===== config.mk =====
export PLATFORM = sky130hd
export DESIGN_NAME = tpsd_ctrl
export DESIGN_NICKNAME = d
export VERILOG_FILES = /design/src/hw/rtl/tpsd_pkg.sv /design/src/hw/rtl/tpsd_ctrl.sv
export SDC_FILE = /design/constraint.sdc
export NUM_CORES = 1
export LEC_CHECK = 0
export CAP_MARGIN = 10
export CELL_PAD_IN_SITES_DETAIL_PLACEMENT = 0
export CELL_PAD_IN_SITES_GLOBAL_PLACEMENT = 1
export CORE_AREA = 2 2 39 41
export CTS_BUF_LIST = sky130_fd_sc_hd__clkbuf_4 sky130_fd_sc_hd__clkbuf_8 sky130_fd_sc_hd__clkbuf_16
export CTS_CLUSTER_SIZE = 10
export DETAILED_ROUTE_END_ITERATION = 10
export DIE_AREA = 0 0 41 43
export DONT_BUFFER_PORTS = 1
export GPL_ROUTABILITY_DRIVEN = 0
export PLACE_DENSITY = 0.31
export SLEW_MARGIN = 10
export SYNTH_ARGS = -nofsm -noshare
export SYNTH_HDL_FRONTEND = slang
export SYNTH_SLANG_ARGS = --single-unit
export TNS_END_PERCENT = 30

===== constraint.sdc =====
create_clock -name clock -period 1.6 [get_ports clock]
set_input_delay 0.24 -clock clock [delete_from_list [all_inputs] [get_ports clock]]
set_output_delay 0.24 -clock clock [all_outputs]
set_load 0.02 [all_outputs]

===== src/hw/rtl/tpsd_pkg.sv =====
// Package for the transport-stream PID scrambling detector.
// Holds the beat layouts, table entry type, control types and constants.
// No dependencies; every other file in hw/rtl but tpsd_ram imports it.
package tpsd_pkg;

   // Default table depth, one entry per PID
   localparam int PID_COUNT_DEF = 8192;

   localparam int PID_W       = 13;
   localparam int REQ_TDATA_W = 80;
   localparam int RSP_TDATA_W = 24;
   localparam int CSR_ADDR_W  = 2;
   localparam int CSR_DATA_W  = 32;
   localparam int THR_W       = 4;

   // Register map
   localparam logic [CSR_ADDR_W-1:0] CSR_ADDR_THRESHOLD = 2'd0;
   localparam logic [THR_W-1:0]      THRESHOLD_RESET    = 4'd3;

   // Item opcodes (travel on req_tuser)
   localparam logic OP_ANALYSE = 1'b0;
   localparam logic OP_QUERY   = 1'b1;

   // PID states
   localparam logic [1:0] PST_NOT_SET   = 2'd0;
   localparam logic [1:0] PST_CLEAR     = 2'd1;
   localparam logic [1:0] PST_ENCRYPTED = 2'd2;

   // Packet constants
   localparam logic [7:0]  TS_SYNC_BYTE   = 8'h47;
   localparam logic [23:0] PES_START_CODE = 24'h000001;
   localparam logic [7:0]  PES_MAX_OFFSET = 8'd181;
   localparam logic [3:0]  COUNT_MAX      = 4'hf;

   // Stream ids whose PES header has no scrambling bits
   localparam logic [7:0] SID_PROG_MAP    = 8'hbc;
   localparam logic [7:0] SID_PADDING     = 8'hbe;
   localparam logic [7:0] SID_PRIVATE_2   = 8'hbf;
   localparam logic [7:0] SID_ECM         = 8'hf0;
   localparam logic [7:0] SID_EMM         = 8'hf1;
   localparam logic [7:0] SID_DSMCC       = 8'hf2;
   localparam logic [7:0] SID_H222_TYPE_E = 8'hf8;
   localparam logic [7:0] SID_PROG_DIR    = 8'hff;

   // Request tdata layout, lowest field last
   typedef struct packed {
      logic [4:0]  pad;
      logic [7:0]  pes_flags;
      logic [7:0]  stream_id;
      logic [23:0] start_code;
      logic [7:0]  payload_offset;
      logic        unit_start;
      logic [1:0]  scrambling_control;
      logic        has_adaptation;
      logic        adaptation_only;
      logic        transport_error;
      logic [7:0]  sync_byte;
      logic [12:0] pid;
   } req_data_type;

   // Response tdata layout, lowest field last
   typedef struct packed {
      logic [3:0]  pad;
      logic [12:0] pid_out;
      logic [1:0]  current_state;
      logic [1:0]  old_state;
      logic        state_changed;
      logic        clear_ts_bits;
      logic        scrambled;
   } rsp_data_type;

   // One table entry
   typedef struct packed {
      logic [3:0] count;
      logic [1:0] state;
   } entry_type;

   // Controller states
   typedef enum logic [1:0] {
      CST_CLEAR,
      CST_IDLE,
      CST_READ,
      CST_EVAL
   } ctrl_state_type;

   // Controller to datapath
   typedef struct packed {
      logic load;
      logic clear_en;
      logic read_en;
      logic commit;
   } cmd_type;

   // Datapath to controller
   typedef struct packed {
      logic clear_last;
      logic out_free;
   } sts_type;

   function automatic logic stream_has_scrambling(input logic [7:0] sid);
      return !(sid == SID_PROG_MAP || sid == SID_PADDING || sid == SID_PRIVATE_2 ||
               sid == SID_ECM || sid == SID_EMM || sid == SID_DSMCC ||
               sid == SID_H222_TYPE_E || sid == SID_PROG_DIR);
   endfunction

endpackage


===== src/hw/rtl/tpsd_ctrl.sv =====
// Controller FSM of the PID scrambling detector: clearing pass, accept,
// table read and evaluate/write-back. Depends on tpsd_pkg.
module tpsd_ctrl
   import tpsd_pkg::*;
(
   input  logic    clock,
   input  logic    reset,
   input  logic    req_tvalid,
   output logic    req_tready,
   input  sts_type sts,
   output cmd_type cmd
);

   ctrl_state_type state_ff, state_in;

   always_ff @(posedge clock) begin
      if (reset) begin
         state_ff <= CST_CLEAR;
      end else begin
         state_ff <= state_in;
      end
   end

   // Next state
   always_comb begin
      state_in = state_ff;
      case (state_ff)
         CST_CLEAR: begin
            if (sts.clear_last) state_in = CST_IDLE;
         end
         CST_IDLE: begin
            if (req_tvalid) state_in = CST_READ;
         end
         CST_READ: begin
            state_in = CST_EVAL;
         end
         CST_EVAL: begin
            if (sts.out_free) state_in = CST_IDLE;
         end
         default: begin
            state_in = CST_CLEAR;
         end
      endcase
   end

   // Outputs
   always_comb begin
      cmd        = '0;
      req_tready = 1'b0;
      case (state_ff)
         CST_CLEAR: begin
            cmd.clear_en = 1'b1;
         end
         CST_IDLE: begin
            req_tready = 1'b1;
            cmd.load   = req_tvalid;
         end
         CST_READ: begin
            cmd.read_en = 1'b1;
         end
         CST_EVAL: begin
            cmd.commit = sts.out_free;
         end
         default: begin
            cmd = '0;
         end
      endcase
   end

endmodule


==> flow_summary.toml, run 1 <==
[run_status]
run_status = "complete, no violations"

[placed_design]
io_buffer_count = 0
place_hpwl_um = 365
dpl_worst_slack_ps = 47.0

[setup_path]
cpPeakStageDelay_ps = 400
cp_cell_sequence = "inv_1 > ha_2 > a222oi_1 > mux2_1"
critical_path.slowest_cell = "sky130_fd_sc_hd__a222oi_1"
critPathCaptureType = "flip-flop"
crit_arrival_ps = 1600
crit_fanout = 4
criticalPathCategory = "reg2reg"
startpoint = "state_ff[0]"
cp_data_required_time_ps = 1700
worst_r2r_startpoint = "state_ff[0]"
worst_setup_path_start_kind = "flip-flop"

[sta]
timing.final.ws_setup_ps = 94.5
clock_skew_ps = 0.0306
layout_worst_path_cycle_share_pct = 94.1
timing.slew.headroom_pct = 73.4
min_period_ps = 1510
report.final.slew_viol_count = 0
max_freq_ghz = 0.664
transition_time_at_the_pin_with_the_least_slew_margin_ps = 400
tns_ps = 0
finalSetupViolations = 0
rsz0062_at_grt = "no"
timing.final.hold_violations = 0

[synthesis]
ys_top_cells_by_count = "sky130_fd_sc_hd__ha_1 (5), sky130_fd_sc_hd__inv_1 (4), sky130_fd_sc_hd__dfxtp_1 (2), sky130_fd_sc_hd__nand2b_1 (2), sky130_fd_sc_hd__nor2_1 (2)"
synth_top_area_share_pct = 33.3
post_synth_num_cell_types = 11
synth_area_leader_cell = "sky130_fd_sc_hd__ha_1"
mappedNetlistArea_um2 = 188
synthesized_netlist_net_count = 31
synth-edff-count = 0
ys_warn_count = 0
synth_ff_type = "sky130_fd_sc_hd__dfxtp_1"
yosys.cell_count.top_type = "sky130_fd_sc_hd__ha_1"
avg_inst_size_synth_um2 = 8.94
post_synth_inst_count = 21
synthTopCellsByArea = "sky130_fd_sc_hd__ha_1 (33%), sky130_fd_sc_hd__dfxtp_1 (21%), sky130_fd_sc_hd__inv_1 (8.0%)"
synth-async-reset-ratio_pct = 0
yosysSeqAreaShare_pct = 21.3
synth-seq-cells = 2

[routing]
num_vias = 161
dr.pass1.iters = 4
drt-vias-per-instance = 3.58
route.antenna.remaining_nets = 0
detail_route.iter0.violations = 3
mean_routed_wirelength_per_cell_um = 9.53
route.final.wire_length_um = 429
drc = 0

[pwr]
total_power_uw = 450
cellLeakagePower_uw = 0.000134
peakVddDrop_mv = 0.495
pwr_density_cell_mw_per_mm2 = 1640

[die]
die_w_um = 41
die_h_um = 43
die-area_mm2 = 0.00176
core_mm2 = 0.00138
ioPinCount = 10
floorplan.initialDensity_pct = 13.6
placementRows = 14

[cells_and_area]
largest_reg_flops = 2
final.fill_count = 155
regMostFlops = "state_ff"
layout.nets = 41
drive_above_1_share_pct = 44.8
largest_registers = "state_ff x2"
antenna_cells_inserted = 0
layout-area-overhead-vs-synth_pct = 46.0

[hold_path]
hold_path_class = "in2reg"
hold_path_startpoint = "reset"

[global_routing]
wire_length_of_the_first_global_routing_pass_um = 655
gr-usage-all-layers_pct = 6.00
grt-ovfl-total = 0
first_global_vias = 173
grt_start_max_net_pins = 5
antenna_found_initial = 0

[clock_network]
max-clock-path-buffers = 2
cts-htree-levels = 1
clkSlewWorstSetupHoldPaths_ps = 30
root_buffer = "sky130_fd_sc_hd__clkbuf_4"
cts_tree = "yes"
clkLatencyLatePin_ps = 220
cts_made_buffers = 3
cts.sinks = 2

[job]
max-cap-violations = 0
## layer usage
metal  vias up  wire length, µm  track usage (%)
met5         -                0                0
met4         0                0             8.00
met3         0               60             2.62
met2        10              197             7.81
met1        70              171             5.71
li1         81                -                -
## where the power goes
| group | internal, µW | switching, µW | total [µW] | leakage (µW) |
|---|---|---|---|---|
| Sequential | 70.3 | 16.6 | 86.9 | 0.0000168 |
| Clock | 82.5 | 26.0 | 109 | 0.0000138 |
| Combinational | 125 | 130 | 255 | 0.000103 |
## what timing repair did
item                                    in CTS  in global routing
hold buffers                                 0                  0
resized for setup                            0                  1
endpoints found under the setup margin       0                  1
buffers inserted                             0                  0
## worst max-delay path: cells and delay by family (launching register included)
kind | cells | cell delay [ps]
compound gates | 1 | 400
flops | 1 | 350
fa+ha+maj | 1 | 190
mux | 1 | 370
buf+inv | 1 | 70
## placed cells by master, fill, tap and decap left out
cell                         count
sky130_fd_sc_hd__clkinvlp_2      1
sky130_fd_sc_hd__buf_4           5
sky130_fd_sc_hd__and2_1          1
sky130_fd_sc_hd__dfxtp_1         1
sky130_fd_sc_hd__mux2i_1         1
sky130_fd_sc_hd__nand2b_1        2
sky130_fd_sc_hd__mux2_1          1
sky130_fd_sc_hd__ha_2            2
sky130_fd_sc_hd__a222oi_1        1
sky130_fd_sc_hd__dfxtp_2         1
sky130_fd_sc_hd__nor2_1          2
sky130_fd_sc_hd__clkbuf_4        3
sky130_fd_sc_hd__and2_2          1
sky130_fd_sc_hd__inv_1           4
sky130_fd_sc_hd__ha_1            3
## final timing paths
check	endpoint	slack, ps	cells past startpoint
worst min-delay path	state_ff[1]	200	2
worst max register to register	state_ff[0]	90	4
worst max-delay path	state_ff[0]	90	4
worst min register to register	state_ff[1]	600	3
## cell type report
cell class                      count  area, µm²  share of cell area (%)
Multi-Input combinational cell     14        133                    48.4
Clock buffer                        3       22.5                    8.22
Sequential cell                     2       41.3                    15.1
Timing Repair Buffer                5       37.5                    13.7
Inverter                            5       20.0                    7.31
Tap cell                           16       20.0                    7.31
## cells by family after synthesis
group	Yosys count	synth area share, %
simple gates	6	18.0
buf+inv	5	10.7
fa+ha+maj	5	33.3
mux	2	11.3
flops	2	21.3
compound gates	1	5.33
## metrics by stage
stage,util [%],hold slack [ps],area (µm²),std cells
CTS,19.7,198,273,45
detailed placement,18.1,436,250,42
floorplan,-,420,193,21
global placement,18.1,440,250,42
global route,19.8,203,274,45
finish,19.8,205,274,45
Note: power is estimated with default switching activity, not from simulation.
==> run 2: changes to the inputs <==
Settings changed: BUFFER_PORTS_ARGS from default to -buffer_cell sky130_fd_sc_hd__buf_4, DONT_BUFFER_PORTS 1 to default, PLACE_DENSITY 0.31 to 0.42.
==> run 2 against run 1 <==
  * Sequential power down 5.5%
  * Routed wire length up 12%
  * Design area rose by 21%
  * Combinational power rose by 18%
  * Largest cell class unchanged
  * Register-to-register slack lost 30 ps
  * Sequential cell count unchanged
  * Clock skew up 2.4 ps
  * Die area unchanged
  * Critical path type unchanged
  * Utilization grew 4.2 points
  * Via count is 19% higher
  * Final cell count rose by 18%
==> flow_summary.toml, run 2 (synthesized netlist as in run 1, its figures left out) <==
[cells_and_area]
drive_above_1_share_pct = 54.1
layout.cells.most_common_list = "sky130_fd_sc_hd__buf_4 (13), sky130_fd_sc_hd__inv_1 (4), sky130_fd_sc_hd__ha_1 (3), sky130_fd_sc_hd__clkbuf_4 (3)"
layout-area-overhead-vs-synth_pct = 77.3
mostFrequentLayoutCell = "sky130_fd_sc_hd__buf_4"
largest_registers = "state_ff x2"
largest_reg_flops = 2
final_area_um2 = 333
antenna_cells_inserted = 0
layout.nets = 49
regMostFlops = "state_ff"

[sta]
finalSetupViolations = 0
clock_skew_ps = 2.45
min_period_ps = 1530
timing.final.hold_violations = 0
timing.final.ws_setup_ps = 68.9
max_freq_ghz = 0.653
timing.slew.headroom_pct = 82.4
transition_time_at_the_pin_with_the_least_slew_margin_ps = 264
layout_worst_path_cycle_share_pct = 95.7
report.final.slew_viol_count = 0
rsz0062_at_grt = "no"
tns_ps = 0

[run_status]
run_status = "complete, no violations"

[clock_network]
cts_made_buffers = 3
clkSlewWorstSetupHoldPaths_ps = 30
max-clock-path-buffers = 2
cts.sinks = 2
root_buffer = "sky130_fd_sc_hd__clkbuf_4"
cts_hold_buf = 0
cts_tree = "yes"
cts-htree-levels = 1
clkLatencyLatePin_ps = 220

[global_routing]
grt_start_max_net_pins = 5
antenna_found_initial = 0
gr-usage-all-layers_pct = 6.61
grt-ovfl-total = 0
first_global_vias = 181
wire_length_of_the_first_global_routing_pass_um = 683

[hold_path]
hold_path_startpoint = "reset"
hold_path_class = "in2reg"

[setup_path]
critical_path.slowest_cell = "sky130_fd_sc_hd__dfxtp_1"
worst-r2r-setup-slack_ps = 70
crit_arrival_ps = 1640
cpPeakStageDelay_ps = 370
critical_path_buf_inv_count = 2
startpoint = "state_ff[0]"
cp_cell_sequence = "inv_1 > ha_2 > a222oi_1 > buf_4 > mux2_1"
timing.critical_path.max_delay_family = "flip-flops"
critPathCaptureType = "flip-flop"
crit_fanout = 4
worst_setup_path_start_kind = "flip-flop"
cp_data_required_time_ps = 1710
criticalPathCategory = "reg2reg"
worst_r2r_startpoint = "state_ff[0]"

[routing]
num_vias = 191
route.antenna.remaining_nets = 0
dr.pass1.iters = 4
drt-vias-per-instance = 3.60
drc = 0
mean_routed_wirelength_per_cell_um = 9.08
route.final.wire_length_um = 481
detail_route.iter0.violations = 3

[placed_design]
io_buffer_count = 9
dpl-instance-area_um2 = 303
dpl_worst_slack_ps = 76.0
place_hpwl_um = 397

[pwr]
total_power_uw = 495
cellLeakagePower_uw = 0.000173
pwr_density_cell_mw_per_mm2 = 1490
peakVddDrop_mv = 0.483

[die]
die_h_um = 43
die-area_mm2 = 0.00176
ioPinCount = 10
core_mm2 = 0.00138
die_w_um = 41
placementRows = 14
floorplan.initialDensity_pct = 13.6

[job]
max-cap-violations = 0
## run 2: cell types whose count changed in the layout (fill, tap and decap cells not counted)
cell,delta
sky130_fd_sc_hd__buf_4,+8
sky130_fd_sc_hd__dfxtp_2,-1
sky130_fd_sc_hd__dfxtp_1,+1
## run 2: metal layers
| metal | up-vias | part of all wire [%] | global-route usage (%) |
|---|---|---|---|
| li1 | 97 | - | - |
| met1 | 83 | 43 | 5.11 |
| met2 | 11 | 46 | 10.0 |
| met3 | 0 | 10 | 6.28 |
| met4 | 0 | 0 | 4.00 |
| met5 | - | 0 | 0 |
## run 2: final cells by class
class	count	area, µm²
Inverter	5	20.0
Timing Repair Buffer	13	97.6
Fill cell	157	1050
Sequential cell	2	40.0
Clock buffer	3	22.5
Multi-Input combinational cell	14	133
Tap cell	16	20.0
## run 2: worst reg2reg max path: stages (launching register included)
cell	delay [ps]
sky130_fd_sc_hd__dfxtp_1	370
sky130_fd_sc_hd__inv_1	80
sky130_fd_sc_hd__ha_2	190
sky130_fd_sc_hd__a222oi_1	300
sky130_fd_sc_hd__buf_4	170
sky130_fd_sc_hd__mux2_1	300
## run 2: repair_timing
item                       4_1_cts  5_1_grt
setup buffers                    0        1
setup endpoints to repair        0        1
resized for setup                0        0
## run 2: stage by stage
step / instances / util, % / hold slack [ps]
after floorplan: 21 / - / 420
after global placement: 49 / 21.9 / 544
after detailed placement: 49 / 21.9 / 547
after CTS: 52 / 23.5 / 314
after global routing: 53 / 24.1 / 322
final: 53 / 24.1 / 316
## run 2: path summary, 6_finish.rpt
path,cells after the start,to
hold reg to reg,3,state_ff[1]
setup reg to reg,5,state_ff[0]
setup / recovery,5,state_ff[0]
hold / removal,3,state_ff[1]
## run 2: power by group
group | internal (µW) | leakage [µW] | total [µW] | switching [µW]
clock network | 82.8 | 0.0000138 | 112 | 28.8
logic | 159 | 0.000143 | 301 | 143
registers | 67.7 | 0.0000166 | 82.1 | 14.3
total | 309 | 0.000173 | 495 | 186
==> run 3: changes to the inputs <==
Settings changed: PLACE_DENSITY 0.42 to 0.41.
Clock period 1.6 ns to 1.58 ns, I/O delays scaled along.
==> run 3 against run 2 <==
  * Register-to-register slack improved by 20 ps
  * Utilization decreased by 0.81 points
  * Sequential power increased by 9.1%
  * Combinational power decreased by 12%
  * Worst setup slack improved by 20 ps
  * Hold slack improved by 9.3 ps
  * Sequential share of layout area increased by 1.6 points
  * Highest routed layer unchanged
==> flow_summary.toml, run 3 (synthesized netlist as in run 1, its figures left out) <==
[run_status]
run_status = "complete, no violations"

[sta]
clock_skew_ps = 0.540
tns_ps = 0
timing.final.ws_setup_ps = 89.3
rsz0062_at_grt = "no"
layout_worst_path_cycle_share_pct = 94.3
max_freq_ghz = 0.671
timing.final.hold_violations = 0
transition_time_at_the_pin_with_the_least_slew_margin_ps = 419
timing.slew.headroom_pct = 72.1
report.final.slew_viol_count = 0
finalSetupViolations = 0
min_period_ps = 1490

[routing]
drt-vias-per-instance = 3.67
drc = 0
detail_route.iter0.violations = 8
route.final.wire_length_um = 451
route.antenna.remaining_nets = 0
dr.pass1.iters = 4
num_vias = 187
mean_routed_wirelength_per_cell_um = 8.84

[clock_network]
root_buffer = "sky130_fd_sc_hd__clkbuf_4"
cts.sinks = 2
cts_made_buffers = 3
cts_tree = "yes"
clkLatencyLatePin_ps = 220
max-clock-path-buffers = 2
cts-htree-levels = 1
clkSlewWorstSetupHoldPaths_ps = 30
cts_hold_buf = 0

[placed_design]
dpl-instance-area_um2 = 295
place_hpwl_um = 382
placed_cells_incl_taps = 48
dpl_worst_slack_ps = 37.1
io_buffer_count = 9

[cells_and_area]
final_area_um2 = 322
layout.cells.most_common_list = "sky130_fd_sc_hd__buf_4 (11), sky130_fd_sc_hd__inv_1 (4), sky130_fd_sc_hd__ha_1 (3), sky130_fd_sc_hd__clkbuf_4 (3)"
largest_reg_flops = 2
largest_registers = "state_ff x2"
final.fill_count = 146
finish.cell_count_without_fillers = 51
drive_above_1_share_pct = 54.3
antenna_cells_inserted = 0
layout.nets = 47
regMostFlops = "state_ff"
mostFrequentLayoutCell = "sky130_fd_sc_hd__buf_4"
layout-area-overhead-vs-synth_pct = 71.3

[setup_path]
crit_end = "state_ff[0]"
startpoint = "state_ff[0]"
crit_arrival_ps = 1590
criticalPathCategory = "reg2reg"
critical_path.slowest_cell = "sky130_fd_sc_hd__a222oi_1"
regToRegEndpoint = "state_ff[0]"
crit_fanout = 4
cp_data_required_time_ps = 1680
worst_setup_path_start_kind = "flip-flop"
r2r.worst_path.cells = 4
worst_r2r_startpoint = "state_ff[0]"
worst-r2r-setup-slack_ps = 90
cpPeakStageDelay_ps = 420
cp_cell_sequence = "inv_1 > ha_2 > a222oi_1 > mux2_1"
critPathCaptureType = "flip-flop"

[pwr]
peakVddDrop_mv = 0.363
pwr_density_cell_mw_per_mm2 = 1450
cellLeakagePower_uw = 0.000165
total_power_uw = 465

[die]
die_h_um = 43
core_mm2 = 0.00138
ioPinCount = 10
floorplan.initialDensity_pct = 13.6
die-area_mm2 = 0.00176
placementRows = 14
die_w_um = 41

[global_routing]
grt-ovfl-total = 0
wire_length_of_the_first_global_routing_pass_um = 683
gr-usage-all-layers_pct = 6.20
grt_start_max_net_pins = 5
antenna_found_initial = 0
first_global_vias = 197

[hold_path]
hold_path_class = "in2reg"
whs_path_depth = 3

[job]
max-cap-violations = 0
==> run 3: cell types whose count changed in the layout (fill, tap and decap cells not counted) <==
cell,change
sky130_fd_sc_hd__buf_4,-2
sky130_fd_sc_hd__dfxtp_1,-1
sky130_fd_sc_hd__dfxtp_4,+1
==> run 3: how the worst min path moves through the flow <==
stage | start | end | slack, ps
final | reset | state_ff[1] | 330
after global routing | reset | state_ff[1] | 350
after CTS | reset | state_ff[1] | 320
after detailed placement | reset | state_ff[1] | 550
after global placement | reset | state_ff[1] | 540
after floorplan | reset | state_ff[1] | 420
==> run 3: routing by layer <==
layer / GRT usage, % / wire length (µm)
met4: 6.00 / 0
met5: 0 / 0
met2: 8.75 / 228
met3: 4.71 / 53
met1: 5.08 / 169
==> run 3: layout make-up <==
type	instances	area [µm²]	share of cell area, %
Tap cell	16	20.0	6.23
Sequential cell	2	43.8	13.6
Timing Repair Buffer	11	82.6	25.7
Clock buffer	3	22.5	7.00
Multi-Input combinational cell	14	133	41.2
Inverter	5	20.0	6.23
==> run 3: what timing repair did <==
action	4_1_cts	5_1_grt
setup buffers	0	0
endpoints found under the setup margin	0	2
gates resized for setup	0	2
==> run 3: report_power, final <==
part	internal, µW	total [µW]	switching (µW)
Sequential	75.1	89.6	14.5
Combinational	133	266	133
Clock	83.4	109	25.5
==> run 3: worst max-delay path: cells and delay by family (launching register included) <==
kind | cells | cell delay (ps)
muxes | 1 | 360
buffers and inverters | 1 | 60
AOI/OAI and AO/OA | 1 | 420
adders and majority gates | 1 | 190
DFF | 1 | 350
==> run 3: through the flow <==
step	hold slack (ps)	utilization, %
after floorplan	417	-
after global placement	542	21.3
after detailed placement	550	21.3
after CTS	320	23.0
after global routing	354	23.2
final	326	23.2
